## src/hdl/bsrc_pkg.sv

```systemverilog
// Shared constants, types and codes for the banker's safety request check unit.
package bsrc_pkg;
  localparam int MAX_PROCS = 8;
  localparam int MAX_RES   = 8;
  localparam int PID_W     = 3;
  localparam int RES_W     = 3;
  localparam int CNT_W     = 4;
  localparam int WORK_W    = 12;
  localparam logic [WORK_W-1:0] WORK_MAX = {WORK_W{1'b1}};

  localparam logic [2:0] OP_AVAIL = 3'd0;
  localparam logic [2:0] OP_MAX   = 3'd1;
  localparam logic [2:0] OP_ALLOC = 3'd2;
  localparam logic [2:0] OP_REQ   = 3'd3;
  localparam logic [2:0] OP_CHECK = 3'd4;

  localparam logic [2:0] ST_WRITTEN = 3'd0;
  localparam logic [2:0] ST_GRANTED = 3'd1;
  localparam logic [2:0] ST_CLAIM   = 3'd2;
  localparam logic [2:0] ST_UNAVAIL = 3'd3;
  localparam logic [2:0] ST_DENIED  = 3'd4;
  localparam logic [2:0] ST_SAFE    = 3'd5;
  localparam logic [2:0] ST_UNSAFE  = 3'd6;
  localparam logic [2:0] ST_BAD     = 3'd7;

  localparam logic CFG_PROCS = 1'b0;
  localparam logic CFG_RES   = 1'b1;

  typedef struct packed {
    logic [7:0] maxc;
    logic [7:0] alloc;
  } cell_t;

  typedef cell_t [MAX_RES-1:0] row_t;

  typedef struct packed {
    logic             we;
    logic [PID_W-1:0] waddr;
    row_t             wdata;
    logic             re;
    logic [PID_W-1:0] raddr;
  } mem_req_t;

  function automatic logic [CNT_W-1:0] clamp_cnt(input logic [CNT_W-1:0] v);
    logic [CNT_W-1:0] r;
    r = v;
    if (v == '0) r = CNT_W'(1);
    if (v > CNT_W'(8)) r = CNT_W'(8);
    return r;
  endfunction
endpackage

```

## src/hdl/bsrc_row_mem.sv

```systemverilog
// Per-process row memory holding maximum claim and allocation of every resource.
module bsrc_row_mem
  import bsrc_pkg::*;
(
  input  logic     clk_i,
  input  mem_req_t req_i,
  output row_t     rdata_o
);
  row_t mem [MAX_PROCS];

  always_ff @(posedge clk_i) begin
    if (req_i.we) begin
      mem[req_i.waddr] <= req_i.wdata;
    end
    if (req_i.re) begin
      rdata_o <= mem[req_i.raddr];
    end
  end
endmodule

```

## src/hdl/bankers_safety_request_check_unit.sv

```systemverilog
// Top level of the banker's safety request check unit.
// A safety scan reads each process row in turn through the single read port of the row memory;
// a safe sequence then leaves at one word per cycle while out_stall_i is low.
// One item is worked on at a time; the next is taken once all results are in the output register.
// Reset sets the process and resource counts to 8 and clears the available and request tables and
// the scan and output control; the row memory reads as zero because a sweep after reset clears all
// 8 rows before any input is taken.
module bankers_safety_request_check_unit
  import bsrc_pkg::*;
(
  input  logic       clk_i,
  input  logic       rst_ni,
  input  logic       in_valid_i,
  output logic       in_stall_o,
  input  logic [2:0] operation_i,
  input  logic [2:0] process_id_i,
  input  logic [2:0] resource_index_i,
  input  logic [7:0] amount_i,
  input  logic       last_element_i,
  output logic       out_valid_o,
  input  logic       out_stall_i,
  output logic [2:0] status_o,
  output logic [2:0] sequence_process_o,
  output logic [2:0] sequence_position_o,
  output logic       last_o,
  input  logic       cfg_valid_i,
  output logic       cfg_ready_o,
  input  logic       cfg_index_i,
  input  logic [3:0] cfg_data_i
);
  localparam logic [3:0] S_CLEAR  = 4'd0;
  localparam logic [3:0] S_IDLE   = 4'd1;
  localparam logic [3:0] S_WRMOD  = 4'd2;
  localparam logic [3:0] S_REQCHK = 4'd3;
  localparam logic [3:0] S_SCINIT = 4'd4;
  localparam logic [3:0] S_SCRD   = 4'd5;
  localparam logic [3:0] S_SCEV   = 4'd6;
  localparam logic [3:0] S_EMIT   = 4'd7;

  logic [3:0]       state_q, state_d;
  logic [CNT_W-1:0] nproc_q, nres_q, n, m;
  logic [7:0]       avail_q [MAX_RES];
  logic [7:0]       reqb_q  [MAX_RES];
  logic [WORK_W-1:0] work_q [MAX_RES];
  logic [PID_W-1:0] seq_q   [MAX_PROCS];
  logic [MAX_PROCS-1:0] fin_q;
  logic [CNT_W-1:0] idx_q, done_q;
  logic             prog_q, is_check_q, seqmode_q;
  logic [PID_W-1:0] pid_q, k_q;
  logic [RES_W-1:0] rix_q;
  logic [7:0]       amt_q;
  logic [2:0]       op_q, res_st_q;
  row_t             orig_q, rdata;
  mem_req_t         mreq;
  logic             out_free, accept;

  logic [MAX_RES-1:0] claim_bad, avail_bad, fit_ok;
  logic [8:0]         need [MAX_RES];

  assign n = clamp_cnt(nproc_q);
  assign m = clamp_cnt(nres_q);
  assign cfg_ready_o = 1'b1;
  assign in_stall_o = (state_q != S_IDLE);
  assign accept = in_valid_i && !in_stall_o;
  assign out_free = !out_valid_o || !out_stall_i;

  bsrc_row_mem u_mem (.clk_i(clk_i), .req_i(mreq), .rdata_o(rdata));

  always_comb begin
    for (int j = 0; j < MAX_RES; j++) begin
      need[j] = {1'b0, rdata[j].maxc} - {1'b0, rdata[j].alloc};
      claim_bad[j] = (CNT_W'(j) < m) && ($signed({1'b0, reqb_q[j]}) > $signed(need[j]));
      avail_bad[j] = (CNT_W'(j) < m) && (reqb_q[j] > avail_q[j]);
      fit_ok[j]    = (CNT_W'(j) >= m) ||
                     ($signed({{4{need[j][8]}}, need[j]}) <= $signed({1'b0, work_q[j]}));
    end
  end

  always_comb begin
    row_t r;
    r = rdata;
    mreq = '0;
    mreq.wdata = rdata;
    case (state_q)
      S_CLEAR: begin
        mreq.we    = 1'b1;
        mreq.waddr = idx_q[PID_W-1:0];
        mreq.wdata = '0;
      end
      S_IDLE: begin
        mreq.re    = accept;
        mreq.raddr = process_id_i;
      end
      S_WRMOD: begin
        if (op_q == OP_MAX) r[rix_q].maxc = amt_q;
        else r[rix_q].alloc = amt_q;
        mreq.we    = 1'b1;
        mreq.waddr = pid_q;
        mreq.wdata = r;
      end
      S_REQCHK: begin
        for (int j = 0; j < MAX_RES; j++) begin
          if (CNT_W'(j) < m) r[j].alloc = rdata[j].alloc + reqb_q[j];
        end
        mreq.we    = !(|claim_bad) && !(|avail_bad);
        mreq.waddr = pid_q;
        mreq.wdata = r;
      end
      S_SCRD: begin
        if ((done_q != n) && (idx_q < n) && !fin_q[idx_q[PID_W-1:0]]) begin
          mreq.re    = 1'b1;
          mreq.raddr = idx_q[PID_W-1:0];
        end else if ((done_q != n) && (idx_q >= n) && !prog_q && !is_check_q) begin
          mreq.we    = 1'b1;
          mreq.waddr = pid_q;
          mreq.wdata = orig_q;
        end
      end
      default: ;
    endcase
  end

  always_comb begin
    state_d = state_q;
    case (state_q)
      S_CLEAR:  if (idx_q == CNT_W'(MAX_PROCS - 1)) state_d = S_IDLE;
      S_IDLE: begin
        if (accept) begin
          if (operation_i > OP_CHECK) state_d = S_EMIT;
          else if (operation_i == OP_CHECK) state_d = S_SCINIT;
          else if (({1'b0, resource_index_i} >= m) ||
                   ((operation_i != OP_AVAIL) && ({1'b0, process_id_i} >= n))) state_d = S_EMIT;
          else if ((operation_i == OP_MAX) || (operation_i == OP_ALLOC)) state_d = S_WRMOD;
          else if ((operation_i == OP_REQ) && last_element_i) state_d = S_REQCHK;
          else state_d = S_EMIT;
        end
      end
      S_WRMOD:  state_d = S_EMIT;
      S_REQCHK: state_d = ((|claim_bad) || (|avail_bad)) ? S_EMIT : S_SCINIT;
      S_SCINIT: state_d = S_SCRD;
      S_SCRD: begin
        if (done_q == n) state_d = S_EMIT;
        else if (idx_q >= n) state_d = prog_q ? S_SCRD : S_EMIT;
        else if (!fin_q[idx_q[PID_W-1:0]]) state_d = S_SCEV;
      end
      S_SCEV:   state_d = S_SCRD;
      S_EMIT: begin
        if (out_free && (!seqmode_q || ({1'b0, k_q} + CNT_W'(1) == n))) state_d = S_IDLE;
      end
      default:  state_d = S_IDLE;
    endcase
  end

  always_ff @(posedge clk_i or negedge rst_ni) begin
    if (!rst_ni) begin
      state_q     <= S_CLEAR;
      nproc_q     <= CNT_W'(8);
      nres_q      <= CNT_W'(8);
      fin_q       <= '0;
      idx_q       <= '0;
      done_q      <= '0;
      prog_q      <= 1'b0;
      is_check_q  <= 1'b0;
      seqmode_q   <= 1'b0;
      k_q         <= '0;
      out_valid_o <= 1'b0;
      for (int j = 0; j < MAX_RES; j++) begin
        avail_q[j] <= '0;
        reqb_q[j]  <= '0;
        work_q[j]  <= '0;
      end
      for (int i = 0; i < MAX_PROCS; i++) seq_q[i] <= '0;
    end else begin
      state_q <= state_d;
      if (cfg_valid_i) begin
        if (cfg_index_i == CFG_PROCS) nproc_q <= cfg_data_i;
        else nres_q <= cfg_data_i;
      end
      if (out_valid_o && !out_stall_i && (state_q != S_EMIT)) out_valid_o <= 1'b0;
      case (state_q)
        S_CLEAR: idx_q <= idx_q + CNT_W'(1);
        S_IDLE: begin
          if (accept) begin
            op_q      <= operation_i;
            pid_q     <= process_id_i;
            rix_q     <= resource_index_i;
            amt_q     <= amount_i;
            seqmode_q <= 1'b0;
            k_q       <= '0;
            is_check_q <= (operation_i == OP_CHECK);
            if (state_d == S_EMIT && ((operation_i > OP_CHECK) ||
                ({1'b0, resource_index_i} >= m) ||
                ((operation_i != OP_AVAIL) && ({1'b0, process_id_i} >= n)))) begin
              res_st_q <= ST_BAD;
            end else begin
              res_st_q <= ST_WRITTEN;
              if (operation_i == OP_AVAIL) begin
                avail_q[resource_index_i] <= amount_i;
              end else if (operation_i == OP_REQ) begin
                reqb_q[resource_index_i] <= amount_i;
              end
            end
          end
        end
        S_REQCHK: begin
          orig_q <= rdata;
          if (|claim_bad) res_st_q <= ST_CLAIM;
          else if (|avail_bad) res_st_q <= ST_UNAVAIL;
          else begin
            for (int j = 0; j < MAX_RES; j++) begin
              if (CNT_W'(j) < m) avail_q[j] <= avail_q[j] - reqb_q[j];
            end
          end
          if ((|claim_bad) || (|avail_bad)) begin
            for (int j = 0; j < MAX_RES; j++) reqb_q[j] <= '0;
          end
        end
        S_SCINIT: begin
          for (int j = 0; j < MAX_RES; j++) begin
            work_q[j] <= (CNT_W'(j) < m) ? {4'b0, avail_q[j]} : '0;
          end
          fin_q  <= '0;
          idx_q  <= '0;
          done_q <= '0;
          prog_q <= 1'b0;
        end
        S_SCRD: begin
          if (done_q == n || (idx_q >= n && !prog_q)) begin
            if (is_check_q) begin
              seqmode_q <= (done_q == n);
              res_st_q  <= ST_UNSAFE;
            end else begin
              res_st_q <= (done_q == n) ? ST_GRANTED : ST_DENIED;
              for (int j = 0; j < MAX_RES; j++) begin
                reqb_q[j] <= '0;
                if ((done_q != n) && (CNT_W'(j) < m)) avail_q[j] <= avail_q[j] + reqb_q[j];
              end
            end
          end else if (idx_q >= n) begin
            idx_q  <= '0;
            prog_q <= 1'b0;
          end else if (fin_q[idx_q[PID_W-1:0]]) begin
            idx_q <= idx_q + CNT_W'(1);
          end
        end
        S_SCEV: begin
          if (&fit_ok) begin
            for (int j = 0; j < MAX_RES; j++) begin
              logic [WORK_W:0] s;
              s = {1'b0, work_q[j]} + {5'b0, rdata[j].alloc};
              if (CNT_W'(j) < m) work_q[j] <= s[WORK_W] ? WORK_MAX : s[WORK_W-1:0];
            end
            seq_q[done_q[PID_W-1:0]] <= idx_q[PID_W-1:0];
            fin_q[idx_q[PID_W-1:0]]  <= 1'b1;
            done_q <= done_q + CNT_W'(1);
            prog_q <= 1'b1;
          end
          idx_q <= idx_q + CNT_W'(1);
        end
        S_EMIT: begin
          if (out_free) begin
            out_valid_o <= 1'b1;
            if (seqmode_q) begin
              status_o            <= ST_SAFE;
              sequence_process_o  <= seq_q[k_q];
              sequence_position_o <= k_q;
              last_o              <= ({1'b0, k_q} + CNT_W'(1) == n);
              k_q                 <= k_q + PID_W'(1);
            end else begin
              status_o            <= res_st_q;
              sequence_process_o  <= '0;
              sequence_position_o <= '0;
              last_o              <= 1'b1;
            end
          end
        end
        default: ;
      endcase
    end
  end

  a_fin_count: assert property (@(posedge clk_i) disable iff (!rst_ni)
    (state_q == S_SCRD || state_q == S_SCEV) |-> ($countones(fin_q) == 32'(done_q)))
    else $error("finished flags disagree with done count");

  a_done_bound: assert property (@(posedge clk_i) disable iff (!rst_ni)
    (state_q == S_SCRD) |-> (done_q <= n))
    else $error("scan finished more processes than in use");

  a_seq_pos: assert property (@(posedge clk_i) disable iff (!rst_ni)
    (out_valid_o && status_o == ST_SAFE) |-> ({1'b0, sequence_position_o} < n))
    else $error("safe sequence position beyond process count");
endmodule

```

## config.mk

```make
export PLATFORM = sky130hd
export DESIGN_NAME = bankers_safety_request_check_unit
export DESIGN_NICKNAME = d
export VERILOG_FILES = /design/src/hdl/bsrc_pkg.sv /design/src/hdl/bsrc_row_mem.sv /design/src/hdl/bankers_safety_request_check_unit.sv
export SDC_FILE = /design/constraint.sdc
export NUM_CORES = 2
export LEC_CHECK = 0
export ABC_AREA = 1
export BUFFER_PORTS_ARGS = -buffer_cell sky130_fd_sc_hd__buf_2
export CAP_MARGIN = 25
export CORE_MARGIN = 2
export CORE_UTILIZATION = 30
export CTS_CLUSTER_DIAMETER = 100
export DETAILED_ROUTE_END_ITERATION = 7
export PLACE_DENSITY = 0.4
export SLEW_MARGIN = 20
export SYNTH_ARGS = -nofsm -noshare
export SYNTH_HDL_FRONTEND = slang
export SYNTH_HIERARCHICAL = 1
export SYNTH_SLANG_ARGS = --single-unit
```

## constraint.sdc

```tcl
create_clock -name clk_i -period 11.9 [get_ports clk_i]
set_clock_uncertainty 0.05 [all_clocks]
set_input_delay 1.785 -clock clk_i [delete_from_list [all_inputs] [get_ports clk_i]]
set_output_delay 1.785 -clock clk_i [all_outputs]
set_load 0.01 [all_outputs]
```

Yosys cells after proc, flatten, opt, wreduce, memory -nomap -nowiden
Memories as Yosys holds them, arrays and structs flattened. A register that Yosys moved wholly into a read port is not among the register bits.
Cells that the tools add are included.
- RAM bits: 1024
- output and inout port bits: 13
- input bits: 28
- memories kept: 1
- word-level logic and storage cells: 491
- register bits: 441
- bitwise gates (word level): 5
- eq/ne operators: 61
- reductions and logical operators: 113
- add/subtract/negate cells: 44
- magnitude comparators: 56
- muxes and demuxes: 143
- memory list (memory ; depth ; width ; read ports ; clocked after memory_dff ; wr ports ; line ; RTL):
    u_mem.mem ; 8 ; 128 ; 1 ; 1 ; 1 ; bsrc_row_mem.sv:9 ; row_t mem [MAX_PROCS];
- operator list (operator ; number):
    2-to-1 mux 64 bit ; 14
    one-hot mux 132 bit (4 select lines) ; 1
    one-hot mux 64 bit (3 select lines) ; 2
    2-to-1 mux 8 bit ; 35
    2-to-1 mux 132 bit ; 2
    bitwise mux 128 bit ; 2
    2-to-1 mux 12 bit ; 16
    one-hot mux 96 bit (2 select lines) ; 1
    adder 8 bit ; 16
    bitwise mux 64 bit ; 2
    2-to-1 mux 128 bit ; 1
    adder 12 x 8 -> 13 bit ; 8
    <= comparator 9 x 13 -> 1 bit ; 8
    demux 16 bit (select 3 bit) ; 2
    2-to-1 mux 96 bit ; 1
    inequality test 2 bit, second input constant ; 40
    AND reduction 10 bit ; 8
    greater-than comparator 9 bit ; 8
    subtractor 8 x 8 -> 9 bit ; 8
    greater-than comparator 8 bit ; 8
    subtractor 8 bit ; 8
    2-to-1 mux 4 bit ; 15
    2-to-1 mux 3 bit ; 18
    logical AND 1 bit ; 42
    other kinds (63) ; 156

Depth between registers and ports, before layout
- word-level depth: 16
- depth in mapped cells: 29
- mapped depth without buffers: 28

Hierarchy
The synthesis kept the hierarchy.
- by module, submodules not included (module ; times used ; cells each ; sequential area each (µm²) ; area an instance (µm²)):
    bsrc_row_mem ; 1 ; 4570 ; 34593.2 ; 48358.9
    bankers_safety_request_check_unit ; 1 ; 5584 ; 11828.8 ; 40682.8

Worst setup path after synthesis
No wires, ideal clock.
- kind: flip-flop to flip-flop
- start point: register, netlist name u_mem/rdata_o[0]
- end point: memory u_mem/mem[1][0] (netlist bit), enable pin
- clock period less this slack: 9014 ps
- buffers on the path: 0
- arrival: 8347 ps
- library setup time: 618 ps
- cell stages (with the launch flop): 24
- data required time: 11232 ps
- setup slack: 2886 ps
- cell sequence: edfxtp_1 -> ha_1 -> fa_1 -> o21ai_2 -> nand2_1 -> o21ai_0 -> xor2_1 -> inv_1 -> ha_1 -> nand2_1 -> inv_1 -> nand2_1 -> nand2_1 -> nand2_1 -> nand2_1 -> a21oi_1 -> nand2_1 -> nor2_1 -> nand2_2 -> nor2_1 -> nand2_1 -> nand2_1 -> nand2_1 -> nor2_1
- RTL lines (element ; line):
    to (decl) ; bsrc_row_mem.sv:9

==> out/metrics.yaml <==
die:
  start_util_pct: 30.1
  design.die.area_um2: 301000
  die_h_um: 549
  rows: 200
  ios: 41
  floorplan.core_area_um2: 296000
  die_width_um: 549
timing:
  max_freq_mhz: 148
  timing.slew.headroom_pct: 26.1
  final_period_minus_worst_setup_slack_ns: 6.77
  final-max-slew-violation-count: 0
  finalCritPeriodShare_pct: 56.9
  grt_setup_unrepaired: "no"
  hold_viol: 0
  setup-tns-final_ns: 0
  setup_violations: 0
  worst_pin_slew_ns: 1.10
placement:
  port_buffers: 39
  gp_routability_congestion: 0.887
  postPlaceCellArea_um2: 93700
  dp.cells: 13900
  dpl_hpwl_mm: 201
synthesis:
  mappedNetlistNets: 10700
  dominantRegCellSynth: "edfxtp_1"
  synthMuxAreaShare_pct: 0
  synthesized_instance_count: 10200
  post_synth_and_or_nand_nor_area_fraction_pct: 20.3
  ys_ff_latch: 1593
  synth.avg_cell_area_um2: 8.77
  syn-cell-area_um2: 89000
  yosys_warnings: 6
  synth_compound_gate_area_share_pct: 8.78
  synth_top_family_by_area: "simple AND/OR/NAND/NOR gates"
  synth-xor-area-share_pct: 1.36
  seq_area_frac_synth_pct: 52.1
  synthDominantAreaCellType: "edfxtp_1"
  ys_async_sr_fraction_pct: 17.8
  synth_adder_area_share_pct: 7.71
  synth_cell_type_count: 64
  synth_top_area_share_pct: 44.2
  synth-edff-count: 1310
  netlist_top_cells_area: "edfxtp_1 44%, nand2_1 12%, dfrtp_1 7.9%, inv_1 7.4%, ha_1 6.8%"
global_route:
  globalRoute.totalOverflow: 0
  via_count_of_the_first_global_routing_pass: 67100
  grt_max_degree: 204
  grt_use_total_pct: 21.1
  grt_first_pass_wirelength_mm: 471
  antenna_found_initial: 17
finish:
  drive_gt1_share_pct: 5.66
  filler_cell_count: 30600
  final_cell_count_no_fill: 14200
  regArea_um2: 46400
  stdcell_area_um2: 100000
  multi_input_area_um2: 34100
  nets: 10700
  area_delta_synth_final_pct: 12.3
clock_tree:
  cts_resized: 0
  clock_insertion_delay_worst_skew_ns: 0.89
  root_buffer: "clkbuf_16"
  cts-hold-fix-buffers: 0
  cts_inserted_buffers: 201
  cts.clk_slew.worst_paths_ns: 0.06
  htree_num_levels: 4
  cts_num_sinks: 1593
  tritoncts_clock_tree: "built"
  cts_post_setup_buffers_inserted: 0
  cts_max_path_buffers: 4
worst_setup_path:
  setup.worst_path.class: "reg -> reg"
  regToRegSetupSlack_ns: 5.13
  worst_setup_path_endpoint: "u_mem/mem[2][98]"
  timing.critical_path.from: "u_mem/rdata_o[8]"
  crit_arrival_ns: 7.20
  critPathCaptureType: "register"
  critPathRequiredTime_ns: 12.33
  rr_startpoint: "u_mem/rdata_o[8]"
  crit_path_max_fanout: 87
  critical_path.reg2reg.endpoint: "u_mem/mem[2][98]"
  reg2regPathDepth: 26
  crit_path_launch_type: "register"
hold_path:
  cells_on_worst_hold_path: 0
  hold_path_class: "reg -> reg"
detailed_routing:
  first_iter_violations: 5523
  vias: 69300
  detail_route.drc_violations: 0
  wire_per_inst_um: 22.6
  firstDrtPassIters: 7
  avgViaCountPerCell: 4.86
  routed_wl_mm: 322
  drt_antenna_net_count: 0
pwr:
  power-per-cell-area_nw_per_um2: 228
  ir_drop_uv: 120
  p_leak_nw: 45.3
  power_mw: 22.8
run_status:
  outcome: "complete, no violations"
run:
  max_cap_violations: 0
==> state kept, by name, indices dropped and copies added (netlist names), 3 cells and up <==
register,flops
orig_q,128
rix_q,3
sequence_position_o,3
fin_q,8
nres_q,4
seq_q,24
idx_q,4
res_st_q,3
nproc_q,4
u_mem/rdata_o,128
state_q,4
pid_q,3
u_mem/mem,1024
amt_q,8
work_q,96
avail_q,64
k_q,3
status_o,3
reqb_q,64
done_q,4
op_q,3
sequence_process_o,3
==> layout make-up <==
cell class	instances	share of cell area, %
clock buffer	257	5.44
tap	3939	4.93
clock inverter	100	0.746
timing repair buffer	176	1.44
antenna	14	0.0350
inverter	1812	6.84
sequential	1593	46.4
multi-input combinational	6358	34.1
==> cells in the final DEF, fill, tap and decap left out, types with 17 or more instances in the layout <==
cell	instances
nand2_1	2881
inv_1	1764
edfxtp_1	1310
nand3_1	741
o21ai_0	506
ha_1	485
a21oi_1	441
nor2_1	405
dfrtp_1	281
clkbuf_16	205
nand4_1	115
buf_4	115
o211ai_1	106
xor2_1	101
nor3_1	63
o21ai_1	59
o2111ai_1	49
clkinv_1	47
clkbuf_1	41
buf_2	41
fa_1	40
xnor2_1	37
inv_2	36
nand3b_1	34
o21bai_1	33
clkinv_2	33
a31oi_1	27
o22ai_1	23
o31ai_1	23
nor2_4	20
a21o_1	18
o221ai_1	17
==> routing by layer <==
metal,GRT usage [%],vias up,routed length [um]
met3,3.09,364,17200
met1,30.0,34000,153000
met4,5.21,2,7010
li1,-,33200,-
met2,33.5,1728,145000
met5,0,-,7
==> per-stage QoR <==
| step | util [%] | setup WS [ns] | hold slack [ns] |
|---|---|---|---|
| 4_1_cts | 33.8 | 5.05 | 0.397 |
| 3_3_place_gp | 31.6 | 5.20 | 0.380 |
| 2_1_floorplan | - | 2.89 | 0.376 |
| 5_1_grt | 33.8 | 4.76 | 0.407 |
| 3_5_place_dp | 31.7 | 5.08 | 0.384 |
| 6_report | 33.8 | 5.13 | 0.399 |
==> worst max-delay path, cell delays in order (launching register included) <==
cell      delay (ns)
edfxtp_1        0.36
inv_1           0.13
ha_1            0.24
fa_1            0.42
o21ai_2         0.21
nand2_1         0.09
o21ai_0         0.19
xor2_1          0.23
inv_1           0.07
ha_1            0.29
nand2_1         0.08
inv_1           0.05
nand2_1         0.06
nand2_1         0.05
nand2_1         0.05
nand2_1         0.05
a21oi_1         0.41
nand2_1         0.11
nor2_1          0.26
nand2_2         0.18
nor2_1          0.12
nand2_1         0.08
nand2_1         0.18
nand2_1         0.25
nor2_4          0.66
buf_12          0.58
buf_4           0.60
==> synth_stat cells, types with 106 or more instances <==
master / n
a21oi_1: 442
buf_2: 179
clkbuf_1: 164
dfrtp_1: 281
edfxtp_1: 1310
ha_1: 485
inv_1: 1767
nand2_1: 2882
nand3_1: 741
nand4_1: 115
nor2_1: 419
o211ai_1: 106
o21ai_0: 513
==> power by group <==
part	total [mW]	switching, mW	internal, mW
combinational	8.82	6.15	2.68
clock	5.90	2.52	3.38
sequential	8.04	0.757	7.28
total	22.8	9.42	13.3
==> kinds of logic (layout without fill, tap and decap cells) <==
group / Yosys count / after routing
XOR/XNOR: 138 / 138
flip-flops: 1593 / 1593
adder cells (fa/ha/maj): 525 / 525
AND/OR/NAND/NOR: 4330 / 4330
buffers and inverters: 2203 / 2345
AO/OA/AOI/OAI: 1363 / 1363
other: 2 / 16
==> worst min-delay path by stage <==
| stage | from | to | slack, ns |
|---|---|---|---|
| 2_1_floorplan | u_mem/rdata_o[104] | orig_q[104] | 0.38 |
| 3_3_place_gp | u_mem/rdata_o[40] | orig_q[40] | 0.38 |
| 3_5_place_dp | u_mem/rdata_o[104] | orig_q[104] | 0.38 |
| 4_1_cts | u_mem/rdata_o[104] | orig_q[104] | 0.40 |
| 5_1_grt | u_mem/rdata_o[40] | orig_q[40] | 0.41 |
| 6_report | u_mem/rdata_o[40] | orig_q[40] | 0.40 |
Note: power is estimated with default switching activity, not from simulation.
